File: src/rtl/assert_macros.svh
// assertion macros shared by the straight drive controller rtl
`ifndef ASSERT_MACROS_SVH
`define ASSERT_MACROS_SVH

// property checked at every clock edge outside reset
`define SDC_ASSERT(label, prop, msg) \
  label: assert property (@(posedge clk) disable iff (rst) prop) else $error(msg);

// consequent checked in the cycle after the antecedent
`define SDC_ASSERT_NEXT(label, ante, cons, msg) \
  label: assert property (@(posedge clk) disable iff (rst) ante |=> cons) else $error(msg);

`endif

File: src/rtl/sdc_pkg.sv
// shared constants, codes and angle helpers for the straight drive controller
package sdc_pkg;

  localparam logic [1:0] ACT_START  = 2'd0;
  localparam logic [1:0] ACT_UPDATE = 2'd1;
  localparam logic [1:0] ACT_CANCEL = 2'd2;
  localparam logic [1:0] ACT_UNUSED = 2'd3;

  localparam logic [1:0] RUN_IDLE = 2'd0;
  localparam logic [1:0] RUN_BUSY = 2'd1;
  localparam logic [1:0] RUN_OK   = 2'd2;
  localparam logic [1:0] RUN_FAIL = 2'd3;

  localparam logic [2:0] REG_TARGET    = 3'd0;
  localparam logic [2:0] REG_POS_TOL   = 3'd1;
  localparam logic [2:0] REG_HEAD_TOL  = 3'd2;
  localparam logic [2:0] REG_DIST_GAIN = 3'd3;
  localparam logic [2:0] REG_HEAD_GAIN = 3'd4;
  localparam logic [2:0] REG_SLOW_ZONE = 3'd5;
  localparam logic [2:0] REG_TIMEOUT   = 3'd6;
  localparam logic [2:0] REG_MAX_CORR  = 3'd7;

  localparam logic signed [17:0] ANG_PI      = 18'sd25736;
  localparam logic signed [17:0] ANG_TWO_PI  = 18'sd51472;
  localparam logic signed [17:0] ANG_HALF_PI = 18'sd12868;

  localparam int CORDIC_STEPS = 16;
  localparam logic signed [22:0] CORDIC_GAIN_Q20 = 23'sd636751;

  localparam logic [16:0] ATAN_Q16 [CORDIC_STEPS] = '{
    17'd51472, 17'd30386, 17'd16055, 17'd8150, 17'd4091, 17'd2047, 17'd1024, 17'd512,
    17'd256, 17'd128, 17'd64, 17'd32, 17'd16, 17'd8, 17'd4, 17'd2};

  // single wrap into (-pi, pi]
  function automatic logic signed [17:0] wrap_angle(input logic signed [17:0] a);
    logic signed [17:0] r;
    r = a;
    if (a <= -ANG_PI) r = a + ANG_TWO_PI;
    else if (a > ANG_PI) r = a - ANG_TWO_PI;
    return r;
  endfunction

endpackage

File: src/rtl/sdc_mul.sv
// registered signed multiplier shared by all products of the controller
module sdc_mul
  import sdc_pkg::*;
(
  input  logic               clk,
  input  logic signed [24:0] a,
  input  logic signed [20:0] b,
  output logic signed [45:0] p
);

  always_ff @(posedge clk) begin
    p <= 46'(a * b);
  end

endmodule

File: src/rtl/sdc_cordic.sv
// iterative cordic giving the q1.14 cosine and sine of a heading
module sdc_cordic
  import sdc_pkg::*;
(
  input  logic               clk,
  input  logic               rst,
  input  logic               start,
  input  logic signed [15:0] angle,
  output logic               done,
  output logic signed [15:0] cosine,
  output logic signed [15:0] sine
);

  logic               busy;
  logic               post;
  logic [3:0]         step;
  logic signed [22:0] x, y;
  logic signed [19:0] z;
  logic               neg;

  logic signed [17:0] a_wrap, a_fold;
  logic               neg_start;
  logic signed [22:0] xs, ys;
  logic signed [19:0] atan_z;
  logic signed [22:0] xr, yr;
  logic signed [15:0] xc, yc;

  always_comb begin
    a_wrap = wrap_angle(18'(angle));
    a_fold = a_wrap;
    neg_start = 1'b0;
    if (a_wrap > ANG_HALF_PI) begin
      a_fold = a_wrap - ANG_PI;
      neg_start = 1'b1;
    end else if (a_wrap < -ANG_HALF_PI) begin
      a_fold = a_wrap + ANG_PI;
      neg_start = 1'b1;
    end
    xs = x >>> step;
    ys = y >>> step;
    atan_z = 20'(ATAN_Q16[step]);
    // round to q1.14 and limit to plus or minus one
    xr = (x + 23'sd32) >>> 6;
    yr = (y + 23'sd32) >>> 6;
    xc = (xr > 23'sd16384) ? 16'sd16384 : ((xr < -23'sd16384) ? -16'sd16384 : xr[15:0]);
    yc = (yr > 23'sd16384) ? 16'sd16384 : ((yr < -23'sd16384) ? -16'sd16384 : yr[15:0]);
  end

  always_ff @(posedge clk) begin
    if (rst) begin
      busy <= 1'b0;
      post <= 1'b0;
      done <= 1'b0;
      step <= '0;
    end else begin
      done <= 1'b0;
      if (start) begin
        busy <= 1'b1;
        step <= '0;
      end else if (busy) begin
        step <= step + 4'd1;
        if (step == 4'(CORDIC_STEPS - 1)) begin
          busy <= 1'b0;
          post <= 1'b1;
        end
      end else if (post) begin
        post <= 1'b0;
        done <= 1'b1;
      end
    end
  end

  always_ff @(posedge clk) begin
    if (start) begin
      x   <= CORDIC_GAIN_Q20;
      y   <= '0;
      z   <= {a_fold[16:0], 3'b000};
      neg <= neg_start;
    end else if (busy) begin
      if (!z[19]) begin
        x <= x - ys;
        y <= y + xs;
        z <= z - atan_z;
      end else begin
        x <= x + ys;
        y <= y - xs;
        z <= z + atan_z;
      end
    end else if (post) begin
      cosine <= neg ? -xc : xc;
      sine   <= neg ? -yc : yc;
    end
  end

endmodule

File: src/rtl/sdc_div.sv
// bit serial restoring divider for the progress fraction
module sdc_div
  import sdc_pkg::*;
(
  input  logic        clk,
  input  logic        rst,
  input  logic        start,
  input  logic [23:0] num,
  input  logic [23:0] den,
  output logic        done,
  output logic [15:0] quot
);

  logic        busy;
  logic [3:0]  cnt;
  logic [23:0] rem;
  logic [23:0] den_r;
  logic [24:0] trial;
  logic        fits;

  always_comb begin
    trial = {rem, 1'b0};
    fits  = trial >= {1'b0, den_r};
  end

  always_ff @(posedge clk) begin
    if (rst) begin
      busy <= 1'b0;
      done <= 1'b0;
      cnt  <= '0;
    end else begin
      done <= 1'b0;
      if (start) begin
        busy <= 1'b1;
        cnt  <= '0;
      end else if (busy) begin
        cnt <= cnt + 4'd1;
        if (cnt == 4'd15) begin
          busy <= 1'b0;
          done <= 1'b1;
        end
      end
    end
  end

  // numerator is below the divisor, so sixteen quotient bits suffice
  always_ff @(posedge clk) begin
    if (start) begin
      rem   <= num;
      den_r <= den;
      quot  <= '0;
    end else if (busy) begin
      rem  <= fits ? 24'(trial - {1'b0, den_r}) : trial[23:0];
      quot <= {quot[14:0], fits};
    end
  end

endmodule

File: src/rtl/straight_drive_controller.sv
// straight drive controller top level: sequencer, registers and result shaping
//
// Input channel (in_valid/in_stall) takes one transaction per action: start latches
// the pose and target and runs a 16 step cordic (input stalled until the cordic is
// done); cancel fails the run; update gives one result on the output channel. An
// update while not running, or one that times out, answers in the next cycle; a
// running update steps through S_MX, S_MY, S_AL, S_MB, S_MC and S_FN, with the 16
// step bit serial divider (S_DV) after S_AL when the progress needs a division, and
// the shared registered multiplier serves the products.
// Output channel (out_valid/out_stall) holds its result until taken; while a
// result waits, in_stall stays high. Unused action codes are dropped.
// Config writes (cfg_write, cfg_index, cfg_data) are registered and must only
// happen while the block is idle.
// Reset (rst, synchronous) restores the register defaults, clears the run state
// and drops any pending result.
module straight_drive_controller
  import sdc_pkg::*;
#(
  parameter int MAX_PWM  = 255,
  parameter int MIN_PWM  = 40,
  parameter int DEADBAND = 10
) (
  input  logic               clk,
  input  logic               rst,
  input  logic               cfg_write,
  input  logic [2:0]         cfg_index,
  input  logic [31:0]        cfg_data,
  input  logic               in_valid,
  output logic               in_stall,
  input  logic [1:0]         action,
  input  logic signed [19:0] pose_x,
  input  logic signed [19:0] pose_y,
  input  logic signed [15:0] pose_heading,
  input  logic signed [20:0] time_step,
  output logic               out_valid,
  input  logic               out_stall,
  output logic signed [8:0]  left_drive,
  output logic signed [8:0]  right_drive,
  output logic               finished,
  output logic               succeeded,
  output logic [16:0]        progress
);

  `include "assert_macros.svh"

  typedef enum logic [8:0] {
    S_IDLE = 9'b000000001,
    S_CORD = 9'b000000010,
    S_MX   = 9'b000000100,
    S_MY   = 9'b000001000,
    S_AL   = 9'b000010000,
    S_DV   = 9'b000100000,
    S_MB   = 9'b001000000,
    S_MC   = 9'b010000000,
    S_FN   = 9'b100000000
  } state_t;

  localparam logic signed [17:0] MAXS  = 18'(MAX_PWM);
  localparam logic signed [17:0] DBS   = 18'(DEADBAND);
  localparam logic [15:0]        MAXU  = 16'(MAX_PWM);
  localparam logic [15:0]        MINU  = 16'(MIN_PWM);
  localparam logic [16:0]        FULL  = 17'd65536;

  state_t state;

  // configuration
  logic signed [19:0] target_distance;
  logic [15:0] position_tolerance;
  logic [14:0] heading_tolerance;
  logic [19:0] distance_gain;
  logic [19:0] heading_gain;
  logic [18:0] slow_zone;
  logic [31:0] timeout_us;
  logic [14:0] max_correction;

  // run state
  logic [1:0]         run_status;
  logic signed [19:0] start_x, start_y, latched_target;
  logic signed [15:0] start_heading, start_cosine, start_sine;
  logic [31:0]        elapsed_us;
  logic signed [19:0] cur_x, cur_y;
  logic signed [15:0] cur_heading;
  logic signed [45:0] acc;
  logic signed [23:0] along;
  logic signed [17:0] base;

  logic in_acc, out_acc;
  logic cor_start, cor_done;
  logic signed [15:0] cor_cos, cor_sin;
  logic div_start, div_done;
  logic [15:0] div_quot;
  logic [23:0] abs_al, abs_tg;

  logic signed [24:0] mul_a;
  logic signed [20:0] mul_b;
  logic signed [45:0] prod;

  logic [32:0]        elapsed_sum;
  logic [31:0]        elapsed_next;
  logic               timed_out;
  logic signed [46:0] sum;
  logic signed [23:0] along_next;
  logic signed [24:0] remaining;
  logic [24:0]        rem_abs;
  logic signed [17:0] h_err;
  logic [17:0]        herr_abs;
  logic [45:0]        prod_mag;
  logic [45:0]        bsh, csh;
  logic [15:0]        bmag;
  logic [14:0]        cmag;
  logic signed [17:0] base_c, corr, base_use;
  logic               in_tol, settled;
  logic signed [17:0] left_c, right_c;

  function automatic logic signed [17:0] shape(input logic signed [17:0] v);
    logic signed [17:0] c;
    c = (v > MAXS) ? MAXS : ((v < -MAXS) ? -MAXS : v);
    if (c > -DBS && c < DBS) c = '0;
    return c;
  endfunction

  assign in_stall  = (state != S_IDLE) || out_valid;
  assign in_acc    = in_valid && !in_stall;
  assign out_acc   = out_valid && !out_stall;
  assign cor_start = in_acc && (action == ACT_START);

  sdc_cordic u_cordic (
    .clk    (clk),
    .rst    (rst),
    .start  (cor_start),
    .angle  (pose_heading),
    .done   (cor_done),
    .cosine (cor_cos),
    .sine   (cor_sin)
  );

  sdc_div u_div (
    .clk   (clk),
    .rst   (rst),
    .start (div_start),
    .num   (abs_al),
    .den   (abs_tg),
    .done  (div_done),
    .quot  (div_quot)
  );

  sdc_mul u_mul (
    .clk (clk),
    .a   (mul_a),
    .b   (mul_b),
    .p   (prod)
  );

  always_comb begin
    elapsed_sum = {1'b0, elapsed_us} +
                  ((time_step > 21'sd0) ? {13'b0, time_step[19:0]} : 33'd0);
    elapsed_next = elapsed_sum[32] ? 32'hFFFF_FFFF : elapsed_sum[31:0];
    timed_out = (timeout_us != 32'd0) && (elapsed_next > timeout_us);

    sum = 47'(acc) + 47'(prod);
    along_next = sum[37:14];
    abs_al = along_next[23] ? 24'(-along_next) : 24'(along_next);
    abs_tg = latched_target[19] ? 24'(-25'(latched_target)) : 24'(latched_target);
    div_start = (state == S_AL) && (latched_target != 20'sd0) && (abs_al < abs_tg);

    remaining = 25'(latched_target) - 25'(along);
    rem_abs   = remaining[24] ? 25'(-remaining) : 25'(remaining);
    h_err     = wrap_angle(18'(start_heading) - 18'(cur_heading));
    herr_abs  = h_err[17] ? 18'(-h_err) : 18'(h_err);

    mul_a = 25'(cur_x) - 25'(start_x);
    mul_b = 21'(start_cosine);
    case (state)
      S_MY: begin
        mul_a = 25'(cur_y) - 25'(start_y);
        mul_b = 21'(start_sine);
      end
      S_MB: begin
        mul_a = remaining;
        mul_b = {1'b0, distance_gain};
      end
      S_MC: begin
        mul_a = 25'(h_err);
        mul_b = {1'b0, heading_gain};
      end
      default: ;
    endcase

    // truncation toward zero works on the magnitude
    prod_mag = prod[45] ? 46'(-prod) : 46'(prod);
    bsh  = prod_mag >> 18;
    bmag = (bsh > 46'(MAX_PWM)) ? MAXU : bsh[15:0];
    if (rem_abs > {6'b0, slow_zone} && bmag != 16'd0 && bmag < MINU) bmag = MINU;
    base_c = prod[45] ? -18'(bmag) : 18'(bmag);
    csh  = prod_mag >> 21;
    cmag = (csh > {31'b0, max_correction}) ? max_correction : csh[14:0];
    corr = prod[45] ? -18'(cmag) : 18'(cmag);

    in_tol   = rem_abs <= {9'b0, position_tolerance};
    settled  = herr_abs <= {3'b0, heading_tolerance};
    base_use = in_tol ? 18'sd0 : base;
    left_c   = shape(base_use - corr);
    right_c  = shape(base_use + corr);
  end

  always_ff @(posedge clk) begin
    if (rst) begin
      target_distance    <= '0;
      position_tolerance <= 16'd20;
      heading_tolerance  <= 15'd400;
      distance_gain      <= '0;
      heading_gain       <= '0;
      slow_zone          <= '0;
      timeout_us         <= '0;
      max_correction     <= '0;
    end else if (cfg_write) begin
      case (cfg_index)
        REG_TARGET:    target_distance    <= cfg_data[19:0];
        REG_POS_TOL:   position_tolerance <= cfg_data[15:0];
        REG_HEAD_TOL:  heading_tolerance  <= cfg_data[14:0];
        REG_DIST_GAIN: distance_gain      <= cfg_data[19:0];
        REG_HEAD_GAIN: heading_gain       <= cfg_data[19:0];
        REG_SLOW_ZONE: slow_zone          <= cfg_data[18:0];
        REG_TIMEOUT:   timeout_us         <= cfg_data[31:0];
        REG_MAX_CORR:  max_correction     <= cfg_data[14:0];
        default: ;
      endcase
    end
  end

  always_ff @(posedge clk) begin
    if (rst) begin
      state          <= S_IDLE;
      run_status     <= RUN_IDLE;
      out_valid      <= 1'b0;
      start_x        <= '0;
      start_y        <= '0;
      start_heading  <= '0;
      start_cosine   <= '0;
      start_sine     <= '0;
      latched_target <= '0;
      elapsed_us     <= '0;
      progress       <= '0;
    end else begin
      if (out_acc) out_valid <= 1'b0;
      case (state)
        S_IDLE: begin
          if (in_acc) begin
            case (action)
              ACT_START: begin
                start_x        <= pose_x;
                start_y        <= pose_y;
                start_heading  <= pose_heading;
                latched_target <= target_distance;
                elapsed_us     <= '0;
                progress       <= '0;
                run_status     <= RUN_BUSY;
                state          <= S_CORD;
              end
              ACT_CANCEL: run_status <= RUN_FAIL;
              ACT_UPDATE: begin
                cur_x       <= pose_x;
                cur_y       <= pose_y;
                cur_heading <= pose_heading;
                if (run_status == RUN_BUSY) begin
                  elapsed_us <= elapsed_next;
                  if (timed_out) begin
                    run_status  <= RUN_FAIL;
                    out_valid   <= 1'b1;
                    finished    <= 1'b1;
                    succeeded   <= 1'b0;
                    left_drive  <= '0;
                    right_drive <= '0;
                  end else begin
                    state <= S_MX;
                  end
                end else begin
                  out_valid   <= 1'b1;
                  finished    <= 1'b1;
                  succeeded   <= (run_status == RUN_OK);
                  left_drive  <= '0;
                  right_drive <= '0;
                end
              end
              default: ;
            endcase
          end
        end
        S_CORD: begin
          if (cor_done) begin
            start_cosine <= cor_cos;
            start_sine   <= cor_sin;
            state        <= S_IDLE;
          end
        end
        S_MX: state <= S_MY;
        S_MY: begin
          acc   <= prod;
          state <= S_AL;
        end
        S_AL: begin
          along <= along_next;
          if (div_start) begin
            state <= S_DV;
          end else begin
            progress <= FULL;
            state    <= S_MB;
          end
        end
        S_DV: begin
          if (div_done) begin
            progress <= {1'b0, div_quot};
            state    <= S_MB;
          end
        end
        S_MB: state <= S_MC;
        S_MC: begin
          base  <= base_c;
          state <= S_FN;
        end
        S_FN: begin
          out_valid <= 1'b1;
          if (in_tol && settled) begin
            run_status  <= RUN_OK;
            finished    <= 1'b1;
            succeeded   <= 1'b1;
            left_drive  <= '0;
            right_drive <= '0;
          end else begin
            finished    <= 1'b0;
            succeeded   <= 1'b0;
            left_drive  <= left_c[8:0];
            right_drive <= right_c[8:0];
          end
          state <= S_IDLE;
        end
        default: state <= S_IDLE;
      endcase
    end
  end

  `SDC_ASSERT(a_fin_no_drive, out_valid && finished |-> left_drive == 9'sd0 && right_drive == 9'sd0, "finished result carries drive")
  `SDC_ASSERT(a_ok_needs_fin, out_valid && succeeded |-> finished, "success without finished")
  `SDC_ASSERT(a_progress_range, out_valid |-> progress <= FULL, "progress above one")
  `SDC_ASSERT_NEXT(a_cordic_seq, cor_done, state == S_IDLE, "cordic done outside start sequence")

endmodule

File: config.mk
export PLATFORM = sky130hd
export DESIGN_NAME = straight_drive_controller
export DESIGN_NICKNAME = d
export VERILOG_FILES = /design/src/rtl/sdc_pkg.sv /design/src/rtl/sdc_mul.sv /design/src/rtl/sdc_cordic.sv /design/src/rtl/sdc_div.sv /design/src/rtl/straight_drive_controller.sv
export VERILOG_INCLUDE_DIRS = /design/src /design/src/rtl
export SDC_FILE = /design/constraint.sdc
export NUM_CORES = 2
export LEC_CHECK = 0
export CAP_MARGIN = 25
export CORE_ASPECT_RATIO = 0.5
export CORE_MARGIN = 2
export CORE_UTILIZATION = 40
export DETAILED_ROUTE_END_ITERATION = 12
export DONT_BUFFER_PORTS = 1
export SETUP_SLACK_MARGIN = 0.02
export SKIP_CTS_REPAIR_TIMING = 1
export SLEW_MARGIN = 10
export SYNTH_ARGS = -nofsm -noshare
export SYNTH_HDL_FRONTEND = slang
export SYNTH_HIERARCHICAL = 1
export SYNTH_SLANG_ARGS = --single-unit
File: constraint.sdc
create_clock -name clk -period 14 [get_ports clk]
set_clock_uncertainty 0.15 [all_clocks]
set_input_delay 2.1 -clock clk [delete_from_list [all_inputs] [get_ports clk]]
set_output_delay 2.1 -clock clk [all_outputs]
set_load 0.02 [all_outputs]
## Yosys cells after proc, flatten, opt, wreduce, memory -nomap -nowiden

Memory sizes are Yosys's and may differ from the RTL's.
Index checks and enable logic that the tools add are counted.

| storage, ports and cells | value |
|---|---|
| register bits | 704 |
| bits in latches | 0 |
| memory bits (writable) | 0 |
| bits in read-only memories | 272 |
| output and inout port bits | 39 |
| memories kept | 1 |

| operators by class | value |
|---|---|
| $add $sub $neg | 34 |
| $mul | 1 |
| div/mod/pow operators | 0 |
| magnitude comparators | 29 |
| equal/unequal tests | 38 |
| shift operators | 2 |
| mux-type cells | 100 |
| bitwise gates (word level) | 5 |
| reduce and logical (&&, ||, !) cells | 49 |

Memory list:

| memory | words | width | read ports | clocked after Yosys merged registers in | write ports | RTL line | source |
|---|---|---|---|---|---|---|---|
| (name not given) | 16 | 17 | 1 | 0 | 0 | sdc_cordic.sv:41 | `atan_z = 20'(ATAN_Q16[step]);` |

Operators by type and width:

| kind | count |
|---|---|
| $mux 18 | 11 |
| $mux 16 | 9 |
| $mux 17 | 8 |
| $mux 24 | 5 |
| $mux 9 | 13 |
| $mux 20 | 4 |
| $pmux 25 s3 | 1 |
| $pmux 9 s8 | 1 |
| $mux 32 | 2 |
| $pmux 32 s2 | 1 |
| $pmux 21 s3 | 1 |
| $pmux 9 s2 | 3 |
| $gt 17x16->1 const B | 3 |
| $pmux 17 s3 | 1 |
| $add 23x23->23 | 2 |
| $add 23x7->23 const B | 2 |
| $mul 25x21->46 | 1 |
| $mux 23 | 2 |
| $mux 46 | 1 |
| $neg 46->46 | 1 |
| $sshr 23x4->23 | 2 |
| $sub 23x23->23 | 2 |
| $sub 20x20->21 | 2 |
| $add 38x38->38 | 1 |
| other kinds (91) | 179 |

## Logic depth before layout (Yosys ltp)

| logic depth | value |
|---|---|
| depth in word-level cells | 15 |
| mapped depth | 50 |

## Cells and area by module

The synthesis kept the hierarchy.

By module, submodules not included:

| module | instances | cells each | area an instance (um^2) | seq. area each (um^2) |
|---|---|---|---|---|
| straight_drive_controller | 1 | 4144 | 33363.2 | 11210.8 |
| sdc_mul | 1 | 2181 | 19980.4 | 920.9 |
| sdc_cordic | 1 | 1729 | 13740.7 | 2622.5 |
| sdc_div | 1 | 384 | 4210.3 | 1881.8 |

## Least setup slack after synthesis

No wires, ideal clock.

| timing | value |
|---|---|
| path kind | register to register |
| from | register start_heading[0] |
| to | register u_mul.p[45] |
| setup time | 0.121 ns |
| data arrival time | 10.865 ns |
| slack | 2.864 ns |
| stages on the path, launching flop included | 38 |
| period minus slack after synthesis | 11.136 ns |
| cell sequence | dfxtp_1 inv_1 ha_1 inv_1 fa_1 a21o_1 a221o_1 a2111oi_2 nor2_1 xor2_1 a211oi_1 a2bb2oi_1 o21ai_1 and2_0 a2111oi_1 o21ai_0 clkbuf_1 and2_1 [2 not listed] fa_1 inv_1 fa_1 fa_1 fa_1 inv_1 fa_1 ha_1 buf_2 a21o_1 a21o_1 a21o_1 a21o_1 a31oi_1 o21ai_1 a22o_1 o41a_1 xnor2_1 |

| between the ends | value |
|---|---|
| word-level cells in the longest chain between the ends | 6 |
| elaborated cells on any way between the ends | 9 |
| classes of those cells | add/sub: 3; mul: 1; order compare: 2; mux: 3 |

Ends and longest elaborated chain:

| what | RTL line | source |
|---|---|---|
| start: declaration | straight_drive_controller.sv:79 | `logic signed [15:0] start_heading, start_cosine, start_sine;` |
| start signal: assignment | straight_drive_controller.sv:253 | `start_heading <= pose_heading;` |
| $sub 16x16->17 * | straight_drive_controller.sv:168 | `h_err = wrap_angle(18'(start_heading) - 18'(cur_heading));` |
| $sub 17x17->18 or $gt 17x16->1 (tied branches) | sdc_pkg.sv:39 | `else if (a > ANG_PI) r = a - ANG_TWO_PI;` |
| $mux 18 | sdc_pkg.sv:39 |  |
| $mux 18 * | sdc_pkg.sv:38 | `if (a <= -ANG_PI) r = a + ANG_TWO_PI;` |
| $pmux 25 s3 * | straight_drive_controller.sv:173 | `case (state)` |
| net mul_a[24] | straight_drive_controller.sv:94 | `logic signed [24:0] mul_a;` |
| $mul 25x21->46 * | sdc_mul.sv:12 | `p <= 46'(a * b);` |
| end signal: assignment | sdc_mul.sv:12 |  |
| end: declaration | sdc_mul.sv:8 | `output logic signed [45:0] p` |

Mark *: on every way through the listed nets, which the timed path passes. The rest lies on a longest branch.
A chain may end at the register's enable or synchronous reset.

## Worst setup path in the final report

Same ends and word-level chain as after synthesis.

==> flow_summary.json <==
{
  "status": "finished, final reports clean",
  "critical-path-slowest-cell": "fa_1",
  "yosysTopAreaCell": "fa_1",
  "routabilityCongestion": 0.929,
  "grt-ovfl-total": 0,
  "synth_cell_types": 147,
  "hpwl_um": 153000,
  "final_cell_area_sq_um": 76400,
  "port_buffers": 0,
  "p_per_area_nw_per_um2": 102,
  "clkSinkCount": 704,
  "cts_tree": "built",
  "ant_nets": 0,
  "max-vdd-ir-drop_v": 0.000101,
  "avgSynthCellArea_sq_um": 8.45,
  "final_cell_mix": "nand2_1, inv_1, a21oi_1, fa_1, ha_1",
  "rsz0062_at_grt": "false",
  "crit_path_max_fanout": 21,
  "grt_pass1_wl_um": 321000,
  "grt_start_max_net_pins": 299,
  "p_sw_share_pct": 39.3,
  "clk_latency_ns": 0.73,
  "initial_core_util_pct": 40.3,
  "antenna_found_initial": 1,
  "synth_area_leaders": "fa_1, dfxtp_1, edfxtp_1",
  "dr.pass1.iters": 8,
  "final_util_pct": 43.2,
  "register_area_sq_um": 16600,
  "synth-main-ff-cell": "dfxtp_1",
  "synth.top_cell.area_share_pct": 15.3,
  "p_seq_share_pct": 32.1,
  "ys_seq_area_share_pct": 23.3,
  "hp-class": "register to register",
  "yosysWarnings": 6,
  "start_kind": "register",
  "fin_crit_sh_pct": 90.3,
  "relSlewSlack_pct": 26.3,
  "multi_input_area_sq_um": 49400,
  "slew_violations": 0,
  "pin_count": 158,
  "synthCells": 8438,
  "core_region_area_sq_um": 177000,
  "drt_iter0_markers": 4946,
  "routed_wl_um": 202000,
  "synth.cell_area_sq_um": 71300,
  "cap_violations": 0,
  "grt_use_total_pct": 22.0,
  "finalWorstPathRequiredPeriod_ns": 12.64,
  "async_flop_share_pct": 0,
  "clockPowerShare_pct": 27.1,
  "ys_ff_latch": 704,
  "path_common_cell": "fa_1",
  "cts_max_level": 3,
  "num_vias": 58533,
  "hold_violations": 0,
  "min_path_cells": 2,
  "cpPeakStageDelay_ns": 1.08,
  "power_frac_comb_pct": 40.7,
  "rows": 109,
  "wl_per_cell_um": 18.9,
  "switchingPower_mw": 3.07,
  "root_buffer": "clkbuf_16",
  "numCtsBuffers": 75,
  "path_class": "register to register",
  "final_common_cell": "nand2_1",
  "p_int_mw": 4.73,
  "die_width_um": 601,
  "p_leak_nw": 32.1,
  "nets": 9426,
  "worst_slew_pin_slew_ns": 1.10,
  "dieArea_sq_um": 182000,
  "path_clk_slew_ns": 0.07,
  "synth_edf_count": 254,
  "cts_buffer_depth": 3,
  "cp-end-kind": "register",
  "drc_errors": 0,
  "fmax_mhz": 79.1,
  "area_growth_pct": 7.11,
  "postPlaceCellArea_sq_um": 73700,
  "die_h_um": 303,
  "cp.required_ns": 14.43,
  "finalSetupTns_ns": 0,
  "layout-drive-gt1-share_pct": 6.00,
  "n_fill_cell": 17591,
  "grt_pass1_vias": 56118,
  "setup_violations": 0,
  "cp.arrival_ns": 13.07,
  "vias_per_cell": 5.48,
  "ff2ff_path_depth": 37
}
-- registers in the layout (all words and copies together) (netlist names), 20 cells and up --
register	flops
along	24
target_distance	20
u_div/den_r	24
heading_gain	20
elapsed_us	32
u_cordic/x	23
u_div/rem	24
acc	38
u_mul/p	46
start_y	20
timeout_us	32
start_x	20
cur_x	20
cur_y	20
distance_gain	20
latched_target	20
u_cordic/y	23
u_cordic/z	20
-- final timing paths --
| path | start | to | slack, ns |
|---|---|---|---|
| setup reg to reg | start_heading[0] | u_mul/p[45] | 1.36 |
| setup / recovery | start_heading[0] | u_mul/p[45] | 1.36 |
| hold reg to reg | target_distance[6] | latched_target[6] | 0.30 |
| hold / removal | target_distance[6] | latched_target[6] | 0.30 |
-- layout make-up --
class                   instances  area share, %
well taps                    2386           3.91
inverters                    1018           5.01
repair buffers                114           1.24
clock inverters                42          0.647
multi-input cells            6318           64.7
clock buffers                  98           2.69
diodes                          4         0.0131
flip-flops and latches        704           21.8
-- per-layer routing --
metal  wire, um  track usage [%]
met1      96600             31.9
met2      87800             34.6
met3      13200             3.24
met4       4450             4.86
met5          0                0
-- power by group through the flow --
stage,logic [mW],registers (mW),clock network (mW)
2_1_floorplan,2.54,2.39,0
5_1_grt,3.55,2.52,2.24
6_report,3.18,2.51,2.12
3_3_place_gp,3.10,2.54,0
4_1_cts,3.15,2.50,2.17
3_5_place_dp,3.13,2.54,0
-- cell families (layout without fill, tap and decap cells) --
kind of cell / Yosys count / in the layout / synth area share, %
AO/OA/AOI/OAI: 1804 / 1804 / 16.5
XOR/XNOR: 495 / 495 / 6.11
adder cells (fa/ha/maj): 1077 / 1077 / 24.6
buffers and inverters: 1422 / 1272 / 7.71
flip-flops: 704 / 704 / 23.3
multiplexers: 177 / 177 / 3.41
other: 2 / 12 / 0.0105
AND/OR/NAND/NOR: 2757 / 2757 / 18.3
-- cells in the mapped netlist (122+ instances only) --
cell / instances
a21o_1: 125
a21oi_1: 636
and2_1: 291
clkbuf_1: 332
dfxtp_1: 450
edfxtp_1: 254
fa_1: 546
ha_1: 530
inv_1: 1012
nand2_1: 1188
nand3_1: 134
nor2_1: 460
nor3_1: 122
o21ai_0: 306
xnor2_1: 324
xor2_1: 168
-- critical path: cells and delay by family (launching register included) --
kind / cells / cell delay (ns)
adder cells (fa/ha/maj): 10 / 5.30
AO/OA/AOI/OAI: 16 / 4.97
buffers and inverters: 6 / 0.83
AND/OR/NAND/NOR: 3 / 0.56
XOR/XNOR: 2 / 0.39
flip-flops: 1 / 0.31
-- metrics by stage --
| stage | hold WS, ns | setup slack (ns) | std cells | total power, mW |
|---|---|---|---|---|
| 6_report | 0.297 | 1.36 | 10684 | 7.80 |
| 5_1_grt | 0.310 | 0.509 | 10680 | 8.31 |
| 4_1_cts | 0.299 | 1.35 | 10675 | 7.81 |
| 3_5_place_dp | 0.292 | 1.34 | 10535 | 5.67 |
| 3_3_place_gp | 0.289 | 1.54 | 10531 | 5.64 |
| 2_1_floorplan | 0.256 | 2.86 | 8444 | 4.93 |
Note: power is estimated with default switching activity, not from simulation.
